## config.mk

```make
export PLATFORM = sky130hd
export DESIGN_NAME = interval_class_statistics
export DESIGN_NICKNAME = d
export VERILOG_FILES = /design/src/rtl/ics_pkg.sv /design/src/rtl/ics_divider.sv /design/src/rtl/interval_class_statistics.sv
export SDC_FILE = /design/constraint.sdc
export NUM_CORES = 2
export LEC_CHECK = 0
export BUFFER_PORTS_ARGS = -buffer_cell sky130_fd_sc_hd__buf_2
export CAP_MARGIN = 15
export CELL_PAD_IN_SITES_DETAIL_PLACEMENT = 1
export CELL_PAD_IN_SITES_GLOBAL_PLACEMENT = 1
export CORE_MARGIN = 4
export CORE_UTILIZATION = 45
export CTS_CLUSTER_DIAMETER = 200
export CTS_CLUSTER_SIZE = 14
export DETAILED_ROUTE_END_ITERATION = 12
export HOLD_SLACK_MARGIN = 0.06
export MAX_ROUTING_LAYER = met4
export PLACE_DENSITY_LB_ADDON = 0.08
export SYNTH_ARGS = -nofsm -noshare
export SYNTH_HDL_FRONTEND = slang
export SYNTH_HIERARCHICAL = 1
export SYNTH_SLANG_ARGS = --single-unit
```

## constraint.sdc

```tcl
create_clock -name i_clk -period 19.4 [get_ports i_clk]
set_input_delay 2.91 -clock i_clk [delete_from_list [all_inputs] [get_ports i_clk]]
set_output_delay 2.91 -clock i_clk [all_outputs]
set_load 0.02 [all_outputs]
```

## src/rtl/ics_pkg.sv

```systemverilog
// ----------------------------------------------------------------------------
// ics_pkg
// shared types and constants for the interval class statistics block
// ----------------------------------------------------------------------------
package ics_pkg;

    typedef enum logic [1:0] {
        OP_LOAD   = 2'd0,
        OP_SAMPLE = 2'd1,
        OP_FINISH = 2'd2,
        OP_NONE   = 2'd3
    } t_op;

    typedef enum logic [1:0] {
        KIND_BELOW = 2'd0,
        KIND_CLASS = 2'd1,
        KIND_ABOVE = 2'd2
    } t_kind;

    localparam logic [1:0] REG_CLASS_COUNT   = 2'd0;
    localparam logic [1:0] REG_STAT_MODE     = 2'd1;
    localparam logic [1:0] REG_INCLUDE_BELOW = 2'd2;
    localparam logic [1:0] REG_INCLUDE_ABOVE = 2'd3;

    localparam int SUM_W = 64;
    localparam int DIV_W = 64;

    typedef enum logic [2:0] {
        ST_IDLE,
        ST_SCAN,
        ST_BINS,
        ST_EMIT,
        ST_DIV,
        ST_OUT
    } t_state;

    // request to the shared divider
    typedef struct packed {
        logic             start;
        logic             neg;
        logic [DIV_W-1:0] num;
        logic [DIV_W-1:0] den;
    } t_div_req;

    typedef struct packed {
        logic             done;
        logic [DIV_W-1:0] quo;
    } t_div_rsp;

endpackage

```

## src/rtl/ics_divider.sv

```systemverilog
// ----------------------------------------------------------------------------
// ics_divider
// restoring divider, one quotient bit per cycle, sign fix at the end
// ----------------------------------------------------------------------------
module ics_divider
    import ics_pkg::*;
(
    input  logic     i_clk,
    input  logic     i_rst_n,
    input  t_div_req i_req,
    output t_div_rsp o_rsp
);
    localparam int CW = $clog2(DIV_W + 1);

    logic [DIV_W-1:0] r_quo, n_quo;
    logic [DIV_W:0]   r_rem, n_rem;
    logic [DIV_W-1:0] r_den;
    logic             r_neg;
    logic [CW-1:0]    r_cnt, n_cnt;
    logic             r_busy, n_busy, r_done, n_done;
    logic [DIV_W:0]   w_sh, w_sub;

    always_comb begin
        w_sh   = {r_rem[DIV_W-1:0], r_quo[DIV_W-1]};
        w_sub  = w_sh - {1'b0, r_den};
        n_quo  = r_quo;
        n_rem  = r_rem;
        n_cnt  = r_cnt;
        n_busy = r_busy;
        n_done = 1'b0;
        if (i_req.start) begin
            n_quo  = i_req.num;
            n_rem  = '0;
            n_cnt  = CW'(DIV_W);
            n_busy = 1'b1;
        end else if (r_busy) begin
            if (!w_sub[DIV_W]) begin
                n_rem = w_sub;
                n_quo = {r_quo[DIV_W-2:0], 1'b1};
            end else begin
                n_rem = w_sh;
                n_quo = {r_quo[DIV_W-2:0], 1'b0};
            end
            n_cnt = r_cnt - CW'(1);
            if (r_cnt == CW'(1)) begin
                n_busy = 1'b0;
                n_done = 1'b1;
            end
        end
    end

    always_ff @(posedge i_clk) begin
        if (!i_rst_n) begin
            r_busy <= 1'b0;
            r_done <= 1'b0;
            r_cnt  <= '0;
        end else begin
            r_busy <= n_busy;
            r_done <= n_done;
            r_cnt  <= n_cnt;
        end
        r_quo <= n_quo;
        r_rem <= n_rem;
        if (i_req.start) begin
            r_den <= i_req.den;
            r_neg <= i_req.neg;
        end
    end

    assign o_rsp.done = r_done;
    assign o_rsp.quo  = r_neg ? (~r_quo + DIV_W'(1)) : r_quo;
endmodule

```

## src/rtl/interval_class_statistics.sv

```systemverilog
// ----------------------------------------------------------------------------
// interval_class_statistics
// histogram over loadable class intervals with per-class mean or proportion
// ----------------------------------------------------------------------------
//  channel | handshake             | payload
//  in      | i_valid / o_stall     | i_operation .. i_sample_skip
//  out     | o_valid / i_stall     | o_slot_kind .. o_last_slot
//  cfg     | i_cfg_valid / o_cfg_ready | i_cfg_index, i_cfg_data
//
//  load: written into the class table while idle. sample: one class per cycle
//  through the shared comparator, then the below/above bin update. finish: per
//  slot one pass of the shared serial divider plus the output transfer.
//  o_stall is high whenever an item is in progress; synchronous reset restores
//  the default class table and clears the accumulators; a stalled result holds.
module interval_class_statistics
    import ics_pkg::*;
#(
    parameter int NUM_CLASSES = 16,
    parameter int COUNT_WIDTH = 20
) (
    input  logic        i_clk,
    input  logic        i_rst_n,
    input  logic        i_valid,
    output logic        o_stall,
    input  logic [1:0]  i_operation,
    input  logic [3:0]  i_class_slot,
    input  logic signed [31:0] i_lower_bound,
    input  logic signed [31:0] i_upper_bound,
    input  logic        i_lower_defined,
    input  logic        i_upper_defined,
    input  logic        i_lower_inclusive,
    input  logic        i_upper_inclusive,
    input  logic signed [31:0] i_sample_value,
    input  logic        i_sample_skip,
    output logic        o_valid,
    input  logic        i_stall,
    output logic [1:0]  o_slot_kind,
    output logic [3:0]  o_class_number,
    output logic signed [31:0] o_stat_value,
    output logic        o_stat_missing,
    output logic        o_last_slot,
    input  logic        i_cfg_valid,
    output logic        o_cfg_ready,
    input  logic [1:0]  i_cfg_index,
    input  logic [31:0] i_cfg_data
);
    localparam int IW = (NUM_CLASSES > 1) ? $clog2(NUM_CLASSES) : 1;
    localparam int CIW = $clog2(NUM_CLASSES + 1);
    localparam logic [COUNT_WIDTH-1:0] CMAX = '1;

    // configuration registers
    logic [4:0] r_class_count;
    logic       r_stat_mode, r_inc_below, r_inc_above;

    // class table, valid bit marks a loaded entry, else default bounds apply
    logic [31:0] r_lo [NUM_CLASSES];
    logic [31:0] r_hi [NUM_CLASSES];
    logic [3:0]  r_fl [NUM_CLASSES];
    logic [NUM_CLASSES-1:0] r_loaded;

    // accumulators
    logic [COUNT_WIDTH-1:0] r_cnt [NUM_CLASSES];
    logic [SUM_W-1:0]       r_sum [NUM_CLASSES];
    logic [COUNT_WIDTH-1:0] r_bcnt, r_acnt, r_act;
    logic [SUM_W-1:0]       r_bsum, r_asum;

    t_state r_state, n_state;
    logic [IW-1:0] r_idx;
    logic [1:0]    r_kind;
    logic          r_found, r_have_low;
    logic signed [31:0] r_zmin, r_val;
    logic [CIW-1:0] w_n;

    // output register
    logic        r_ovalid, r_last, r_miss;
    logic [1:0]  r_okind;
    logic [3:0]  r_ocls;
    logic [31:0] r_oval;

    t_div_req w_req;
    t_div_rsp w_rsp;

    ics_divider u_div (.i_clk(i_clk), .i_rst_n(i_rst_n), .i_req(w_req), .o_rsp(w_rsp));

    always_comb begin
        if (r_class_count == 5'd0) w_n = CIW'(1);
        else if (32'(r_class_count) > NUM_CLASSES) w_n = CIW'(NUM_CLASSES);
        else w_n = CIW'(r_class_count);
    end

    // current class bounds, default table when never loaded
    logic signed [31:0] w_lo, w_hi;
    logic [3:0] w_fl;
    logic w_in, w_lo_ok, w_hi_ok;
    always_comb begin
        if (r_loaded[r_idx]) begin
            w_lo = r_lo[r_idx];
            w_hi = r_hi[r_idx];
            w_fl = r_fl[r_idx];
        end else begin
            w_lo = {16'(r_idx), 16'h8000};
            w_hi = {16'(r_idx) + 16'd1, 16'h8000};
            w_fl = 4'b0111;
        end
        w_lo_ok = !w_fl[0] || (w_fl[2] ? !(r_val < w_lo) : (r_val > w_lo));
        w_hi_ok = !w_fl[1] || (w_fl[3] ? !(r_val > w_hi) : (r_val < w_hi));
        w_in = w_lo_ok && w_hi_ok;
    end

    // slot being emitted
    logic [COUNT_WIDTH-1:0] w_scnt;
    logic [SUM_W-1:0]       w_ssum;
    always_comb begin
        unique case (r_kind)
            KIND_BELOW: begin w_scnt = r_bcnt; w_ssum = r_bsum; end
            KIND_ABOVE: begin w_scnt = r_acnt; w_ssum = r_asum; end
            default:    begin w_scnt = r_cnt[r_idx]; w_ssum = r_sum[r_idx]; end
        endcase
    end

    logic w_last_cls;
    assign w_last_cls = (CIW'(r_idx) == w_n - CIW'(1));
    logic w_in_acc;
    assign w_in_acc = i_valid && !o_stall;

    always_comb begin
        n_state = r_state;
        w_req.start = 1'b0;
        w_req.neg   = 1'b0;
        w_req.num   = '0;
        w_req.den   = '0;
        unique case (r_state)
            ST_IDLE: if (w_in_acc) begin
                if (t_op'(i_operation) == OP_SAMPLE && !i_sample_skip) n_state = ST_SCAN;
                else if (t_op'(i_operation) == OP_FINISH) n_state = ST_EMIT;
            end
            ST_SCAN: if (w_last_cls) n_state = ST_BINS;
            ST_BINS: n_state = ST_IDLE;
            ST_EMIT: begin
                n_state = ST_DIV;
                w_req.start = 1'b1;
                if (r_stat_mode) begin
                    w_req.num = DIV_W'({w_scnt, 16'h0});
                    w_req.den = DIV_W'(r_act);
                end else begin
                    w_req.neg = w_ssum[SUM_W-1];
                    w_req.num = w_ssum[SUM_W-1] ? (~w_ssum + SUM_W'(1)) : w_ssum;
                    w_req.den = DIV_W'(w_scnt);
                end
            end
            ST_DIV: if (w_rsp.done) n_state = ST_OUT;
            ST_OUT: if (!r_ovalid || !i_stall) n_state = r_last ? ST_IDLE : ST_EMIT;
            default: n_state = ST_IDLE;
        endcase
    end

    assign o_stall = (r_state != ST_IDLE);
    assign o_cfg_ready = (r_state == ST_IDLE);

    logic w_miss_now;
    assign w_miss_now = r_stat_mode ? (r_act == '0) : (w_scnt == '0);

    // flags of the slot in flight
    logic w_slast;
    always_comb begin
        w_slast = 1'b0;
        if (r_kind == KIND_ABOVE) w_slast = 1'b1;
        else if (r_kind == KIND_CLASS && w_last_cls && !r_inc_above) w_slast = 1'b1;
    end

    always_ff @(posedge i_clk) begin
        if (!i_rst_n) begin
            r_state <= ST_IDLE;
            r_class_count <= 5'd1;
            r_stat_mode <= 1'b0;
            r_inc_below <= 1'b0;
            r_inc_above <= 1'b0;
            r_loaded <= '0;
            r_ovalid <= 1'b0;
            r_last <= 1'b0;
            r_bcnt <= '0; r_acnt <= '0; r_act <= '0;
            r_bsum <= '0; r_asum <= '0;
            for (int k = 0; k < NUM_CLASSES; k++) begin
                r_cnt[k] <= '0;
                r_sum[k] <= '0;
            end
            r_idx <= '0;
            r_kind <= KIND_CLASS;
        end else begin
            r_state <= n_state;
            // a new result enters the output register as the old one leaves
            if (r_state == ST_OUT && (!r_ovalid || !i_stall)) r_ovalid <= 1'b1;
            else if (r_ovalid && !i_stall) r_ovalid <= 1'b0;
            if (i_cfg_valid && o_cfg_ready) begin
                unique case (i_cfg_index)
                    REG_CLASS_COUNT:   r_class_count <= i_cfg_data[4:0];
                    REG_STAT_MODE:     r_stat_mode <= i_cfg_data[0];
                    REG_INCLUDE_BELOW: r_inc_below <= i_cfg_data[0];
                    default:           r_inc_above <= i_cfg_data[0];
                endcase
            end
            unique case (r_state)
                ST_IDLE: if (w_in_acc) begin
                    r_idx <= '0;
                    r_found <= 1'b0;
                    r_have_low <= 1'b0;
                    r_val <= i_sample_value;
                    r_kind <= r_inc_below ? KIND_BELOW : KIND_CLASS;
                    if (t_op'(i_operation) == OP_LOAD &&
                        32'(i_class_slot) < NUM_CLASSES) begin
                        r_lo[IW'(i_class_slot)] <= i_lower_bound;
                        r_hi[IW'(i_class_slot)] <= i_upper_bound;
                        r_fl[IW'(i_class_slot)] <= {i_upper_inclusive, i_lower_inclusive,
                                                    i_upper_defined, i_lower_defined};
                        r_loaded[IW'(i_class_slot)] <= 1'b1;
                    end
                end
                ST_SCAN: begin
                    if (w_fl[0] && (!r_have_low || w_lo < r_zmin)) begin
                        r_zmin <= w_lo;
                        r_have_low <= 1'b1;
                    end
                    if (w_in) begin
                        r_found <= 1'b1;
                        if (r_cnt[r_idx] != CMAX) begin
                            r_cnt[r_idx] <= r_cnt[r_idx] + COUNT_WIDTH'(1);
                            r_sum[r_idx] <= r_sum[r_idx] + SUM_W'(r_val);
                        end
                    end
                    if (!w_last_cls) r_idx <= r_idx + IW'(1);
                end
                ST_BINS: begin
                    if (!r_found) begin
                        if (r_have_low && r_val < r_zmin) begin
                            if (r_bcnt != CMAX) begin
                                r_bcnt <= r_bcnt + COUNT_WIDTH'(1);
                                r_bsum <= r_bsum + SUM_W'(r_val);
                            end
                        end else if (r_acnt != CMAX) begin
                            r_acnt <= r_acnt + COUNT_WIDTH'(1);
                            r_asum <= r_asum + SUM_W'(r_val);
                        end
                    end
                    if (r_act != CMAX) r_act <= r_act + COUNT_WIDTH'(1);
                end
                ST_EMIT: begin
                    r_miss  <= w_miss_now;
                    r_okind <= r_kind;
                    r_ocls  <= (r_kind == KIND_CLASS) ? 4'(r_idx) : 4'd0;
                    r_last  <= w_slast;
                end
                ST_DIV: if (w_rsp.done) r_oval <= r_miss ? 32'd0 : w_rsp.quo[31:0];
                ST_OUT: if (!r_ovalid || !i_stall) begin
                    if (r_kind == KIND_BELOW) begin
                        r_kind <= KIND_CLASS;
                        r_idx <= '0;
                    end else if (r_kind == KIND_CLASS && !w_last_cls) begin
                        r_idx <= r_idx + IW'(1);
                    end else if (r_kind == KIND_CLASS) begin
                        r_kind <= KIND_ABOVE;
                    end
                    if (r_last) begin
                        r_bcnt <= '0; r_acnt <= '0; r_act <= '0;
                        r_bsum <= '0; r_asum <= '0;
                        for (int k = 0; k < NUM_CLASSES; k++) begin
                            r_cnt[k] <= '0;
                            r_sum[k] <= '0;
                        end
                    end
                end
                default: ;
            endcase
        end
    end

    // result fields latched per slot; last flag travels with the result
    logic r_olast;
    logic [1:0]  r_pkind;
    logic [3:0]  r_pcls;
    logic [31:0] r_pval;
    logic        r_pmiss;
    always_ff @(posedge i_clk) begin
        if (r_state == ST_OUT && (!r_ovalid || !i_stall)) begin
            r_pkind <= r_okind;
            r_pcls  <= r_ocls;
            r_pval  <= r_oval;
            r_pmiss <= r_miss;
            r_olast <= r_last;
        end
    end

    assign o_valid        = r_ovalid;
    assign o_slot_kind    = r_pkind;
    assign o_class_number = r_pcls;
    assign o_stat_value   = r_pval;
    assign o_stat_missing = r_pmiss;
    assign o_last_slot    = r_olast;
endmodule
```

* Word-level counts from Yosys, hierarchy flattened *
Memory sizes are Yosys's and may differ from the RTL's. A register that Yosys moved wholly into a read port is not among the register bits.
Index checks and enable logic that the tools add are counted.

cells by class
  $lt $le $gt $ge = 10
  add/sub/neg operators = 14
  mux-type cells = 145
  reductions and logical operators = 64
  eq/ne operators = 35
  bitwise gates (word level) = 39

operators by type and width
  kind                                                             number
  64-bit two-way mux                                               29
  20-bit two-way mux                                               26
  64-bit case mux with 2 select lines                              3
  64-bit adder                                                     3
  20-bit case mux with 2 select lines                              4
  130-bit two-way mux                                              1
  32-bit < comparator                                              4
  128-bit two-way mux                                              1
  32-bit two-way mux                                               3
  20-bit by 1-bit adder with 20-bit output, second input constant  4
  20-bit != test, second input constant                            4
  4-bit two-way mux                                                18
  65-bit by 64-bit subtractor with 65-bit output                   1
  64-bit by 1-bit adder with 64-bit output, second input constant  1
  32-bit greater-than comparator                                   2
  64-bit inverter                                                  1
  64-bit OR reduction                                              1
  20-bit logical NOT                                               2
  1-bit two-way mux                                                37
  32-bit by 1-bit adder with 32-bit output, second input constant  1
  32-bit inverter                                                  1
  1-bit bitwise OR                                                 32
  2-bit != test, second input constant                             11
  20-bit OR reduction                                              1
  other kinds (44)                                                 116

word-level totals
  memories kept = 5
  register bits after elaboration = 570
  memory bits (writable) = 2432

memory list
  name   depth  bits a word  read ports  clocked after memory_dff  wr ports  RTL line                         source
  r_sum  16     64           1           1                         16        interval_class_statistics.sv:63  logic [SUM_W-1:0] r_sum [NUM_CLASSES];
  r_hi   16     32           1           1                         1         interval_class_statistics.sv:57  logic [31:0] r_hi [NUM_CLASSES];
  r_lo   16     32           1           1                         1         interval_class_statistics.sv:56  logic [31:0] r_lo [NUM_CLASSES];
  r_cnt  16     20           1           1                         16        interval_class_statistics.sv:62  logic [COUNT_WIDTH-1:0] r_cnt [NUM_CLASSES];
  r_fl   16     4            1           1                         1         interval_class_statistics.sv:58  logic [3:0] r_fl [NUM_CLASSES];

* Longest topological paths before layout *
  word-level depth = 14
  depth in mapped cells = 35

* Cells and area by module *
The synthesis kept the hierarchy.

by module, submodules not included
  module                     cells each  instances  area an instance (um2)
  interval_class_statistics  9194        1          129883.3
  ics_divider                1447        1          13200.2

* Worst setup path after synthesis *
No wires, ideal clock.

  kind = input port to flip-flop
  from = input port i_rst_n
  to = memory r_fl[0][0] (enable)
  stages on the path = 4
  path buffers = 0
  library setup time = 581 ps
  path slack = 10349 ps
  data arrival time = 8470 ps
  path through = nand3_1 nor3_1 or3b_2 nor3_1

on the way
  cells in the longest elaborated chain, start to end = 2

ends and longest elaborated chain
  element                                  RTL line                          source
  from (decl)                              interval_class_statistics.sv:22   input logic i_rst_n,
  1-bit two-way mux                        interval_class_statistics.sv:172  if (!i_rst_n) begin
  1-bit two-way mux (not written as such)  interval_class_statistics.sv:213  r_fl[IW'(i_class_slot)] <= {i_upper_inclusive, i_lower_inclusive,
  to (decl)                                interval_class_statistics.sv:58

Every way passes these cells.

==> impl_metrics.py <==
metrics = {
    "setup_path": {
        "crit_required_ns": 19.94,
        "cp.arrival_ns": 11.44,
        "reg2reg_depth": 22,
        "cp_max_fo": 46,
        "r2r_setup_slack_ns": 8.51,
        "start_kind": "flip-flop",
        "worstSetupPathType": "flip-flop to flip-flop",
        "regToRegEndpoint": "r_cnt[12][0]",
        "cp-end-kind": "flip-flop",
    },
    "grt": {
        "track_usage_pct": 28.5,
        "grt_overflow": 0,
        "grt_first_pass_wirelength_um": 661000,
        "grt_pass1_vias": 94700,
        "antenna_found_initial": 36,
        "grt_max_degree": 116,
    },
    "placed_design": {
        "place_ws_ns": 8.36,
        "place.gp.congestion": 0.892,
        "dpl.hpwl_um": 279000,
        "io_buffers": 161,
    },
    "clocking": {
        "numCtsBuffers": 236,
        "cts.htree.levels": 4,
        "clockBufferDepth": 4,
        "clock-root-buffer": "clkbuf_16",
        "clk_pin_slew_ns": 0.07,
        "post_cts_resized": 0,
        "cts_hold_buf": 0,
        "clkSinkCount": 3006,
        "postCtsSetupBuffers": 0,
        "cts_tree": "built",
        "worstSkewPairLatency_ns": 0.98,
    },
    "routing": {
        "dr_total_vias": 90600,
        "final_antenna_net_count": 0,
        "firstDrtPassIters": 5,
        "wirelength_um": 455000,
        "wire_per_inst_um": 30.6,
        "drt_first_iter_violations": 8508,
        "vias_per_cell": 6.10,
        "drc": 0,
    },
    "floorplanning": {
        "core_area_mm2": 0.315,
        "die_y_um": 571,
        "dieArea_mm2": 0.325,
        "io_pins": 189,
        "placementRows": 206,
        "start_util_pct": 45.2,
        "dieWidth_um": 571,
    },
    "sta": {
        "slew_headroom_pct": 12.4,
        "tns_ns": 0,
        "slew_viol_final": 0,
        "worstMarginPinSlew_ns": 1.31,
        "hold_viol": 0,
        "max_clock_freq_ghz": 0.0918,
        "finClkSkew_ns": 0.0683,
        "period_minus_slack_ns": 10.89,
        "setup_viol": 0,
        "layout_setup_ws_ns": 8.51,
        "rsz0062_at_grt": "false",
        "finalCritPeriodShare_pct": 56.2,
    },
    "power": {
        "ir_drop_uv": 90.1,
        "pwr-share-comb_pct": 27.4,
        "seq_power_share_pct": 45.5,
        "sw_frac_of_total_pct": 32.8,
        "p_switching_mw": 5.44,
        "power.total_mw": 16.6,
        "clockPowerShare_pct": 27.2,
        "leakage_nw": 53.8,
        "power.density_mw_per_mm2": 107,
        "internal_power_mw": 11.2,
    },
    "outcome": {
        "status": "finished clean",
    },
    "cells_and_area": {
        "post-route-util_pct": 49.1,
        "fin_nets": 11100,
        "area.growth.synth_to_final_pct": 8.63,
        "drive_gt1_share_pct": 14.9,
    },
    "flow_run": {
        "cap_viol_max_count": 0,
    },
    "worst_hold_path": {
        "hold_path_class": "flip-flop to flip-flop",
        "hold_end": "o_stat_value[13]",
        "min-delay-start": "r_oval[13]",
        "hold_path_depth": 0,
    },
    "synthesis": {
        "syn-cell-area_mm2": 0.142,
        "ys_warn_count": 6,
        "synthCells": 10600,
        "post_synth.cell_area_avg_um2": 13.5,
    },
}
## power groups by stage
stage	logic, mW	clock network [mW]	registers, mW
global placement	4.41	0	7.67
global route	4.93	4.85	7.57
CTS	4.53	4.61	7.55
detailed placement	4.51	0	7.69
floorplan	3.11	0	7.59
finish	4.54	4.51	7.54
## worst max-delay path, cell delays in order, from the launching register on
cell       delay [ns]
dfxtp_4          0.95
buf_4            0.84
buf_4            0.77
mux4_2           0.59
nand2_1          0.09
nand2_1          0.07
o21ai_0          0.50
nand2b_1         0.23
ha_1             0.26
a21o_1           0.16
a21oi_1          0.15
nor2_1           0.06
a2111oi_0        0.45
a21oi_1          0.22
a211oi_1         0.29
mux2i_1          0.35
o221ai_1         0.16
buf_4            0.24
a41oi_4          0.79
nand3_4          0.85
nand2_4          0.62
buf_4            0.82
buf_4            0.75
## per-layer routing
layer	wire, um	vias up	global-route usage [%]
met3	25400	628	2.88
met5	0	-	-
met4	17200	0	8.89
li1	-	39400	-
met2	222000	2839	46.8
met1	191000	47700	37.5
## flip-flops by register name, indices dropped and copies added, names as in the netlist, 64 cells and up, named ones only
register / flops
r_bsum: 64
r_cnt: 320
u_div/r_den: 64
u_div/r_rem: 64
r_sum: 1024
u_div/r_quo: 64
r_asum: 64
r_fl: 64
r_lo: 512
r_hi: 512
## metrics by stage
step | hold WS, ns | instances | instance area, um^2
after global placement | 0.405 | 14500 | 148000
after detailed placement | 0.406 | 14500 | 148000
after floorplan | 0.400 | 10600 | 143000
after CTS | 0.412 | 14800 | 154000
final | 0.419 | 14900 | 155000
after global routing | 0.420 | 14900 | 155000
## area by class of cell
class,count,area [um^2]
Fill cell,31300,160000
Sequential cell,3006,87300
Multi-Input combinational cell,6653,51700
Clock buffer,302,6150
Tap cell,4160,5200
Timing Repair Buffer,453,3100
Inverter,252,963
Clock inverter,11,234
Antenna cell,20,50.0
## worst max-delay path by stage
stage / start / endpoint / slack, ns / depth (start not counted)
floorplan: i_rst_n / r_fl[0][0] / 10.35 / 4
global placement: flip-flop / r_cnt[12][8] / 8.35 / 22
detailed placement: flip-flop / r_sum[12][57] / 8.36 / 22
CTS: flip-flop / r_cnt[12][6] / 8.30 / 22
global route: flip-flop / r_cnt[12][6] / 7.84 / 22
finish: flip-flop / r_cnt[12][0] / 8.51 / 22
## placed cells by master (no fill, tap or decap), types with 246 or more instances in the layout
master       n
ha_1       393
buf_4      280
mux4_2     696
a21oi_1    546
nor2_1    1912
nand2_1    592
inv_1      246
o21ai_0    287
edfxtp_1  2706
dfxtp_1    292
Power figures use the tool's default switching activity.
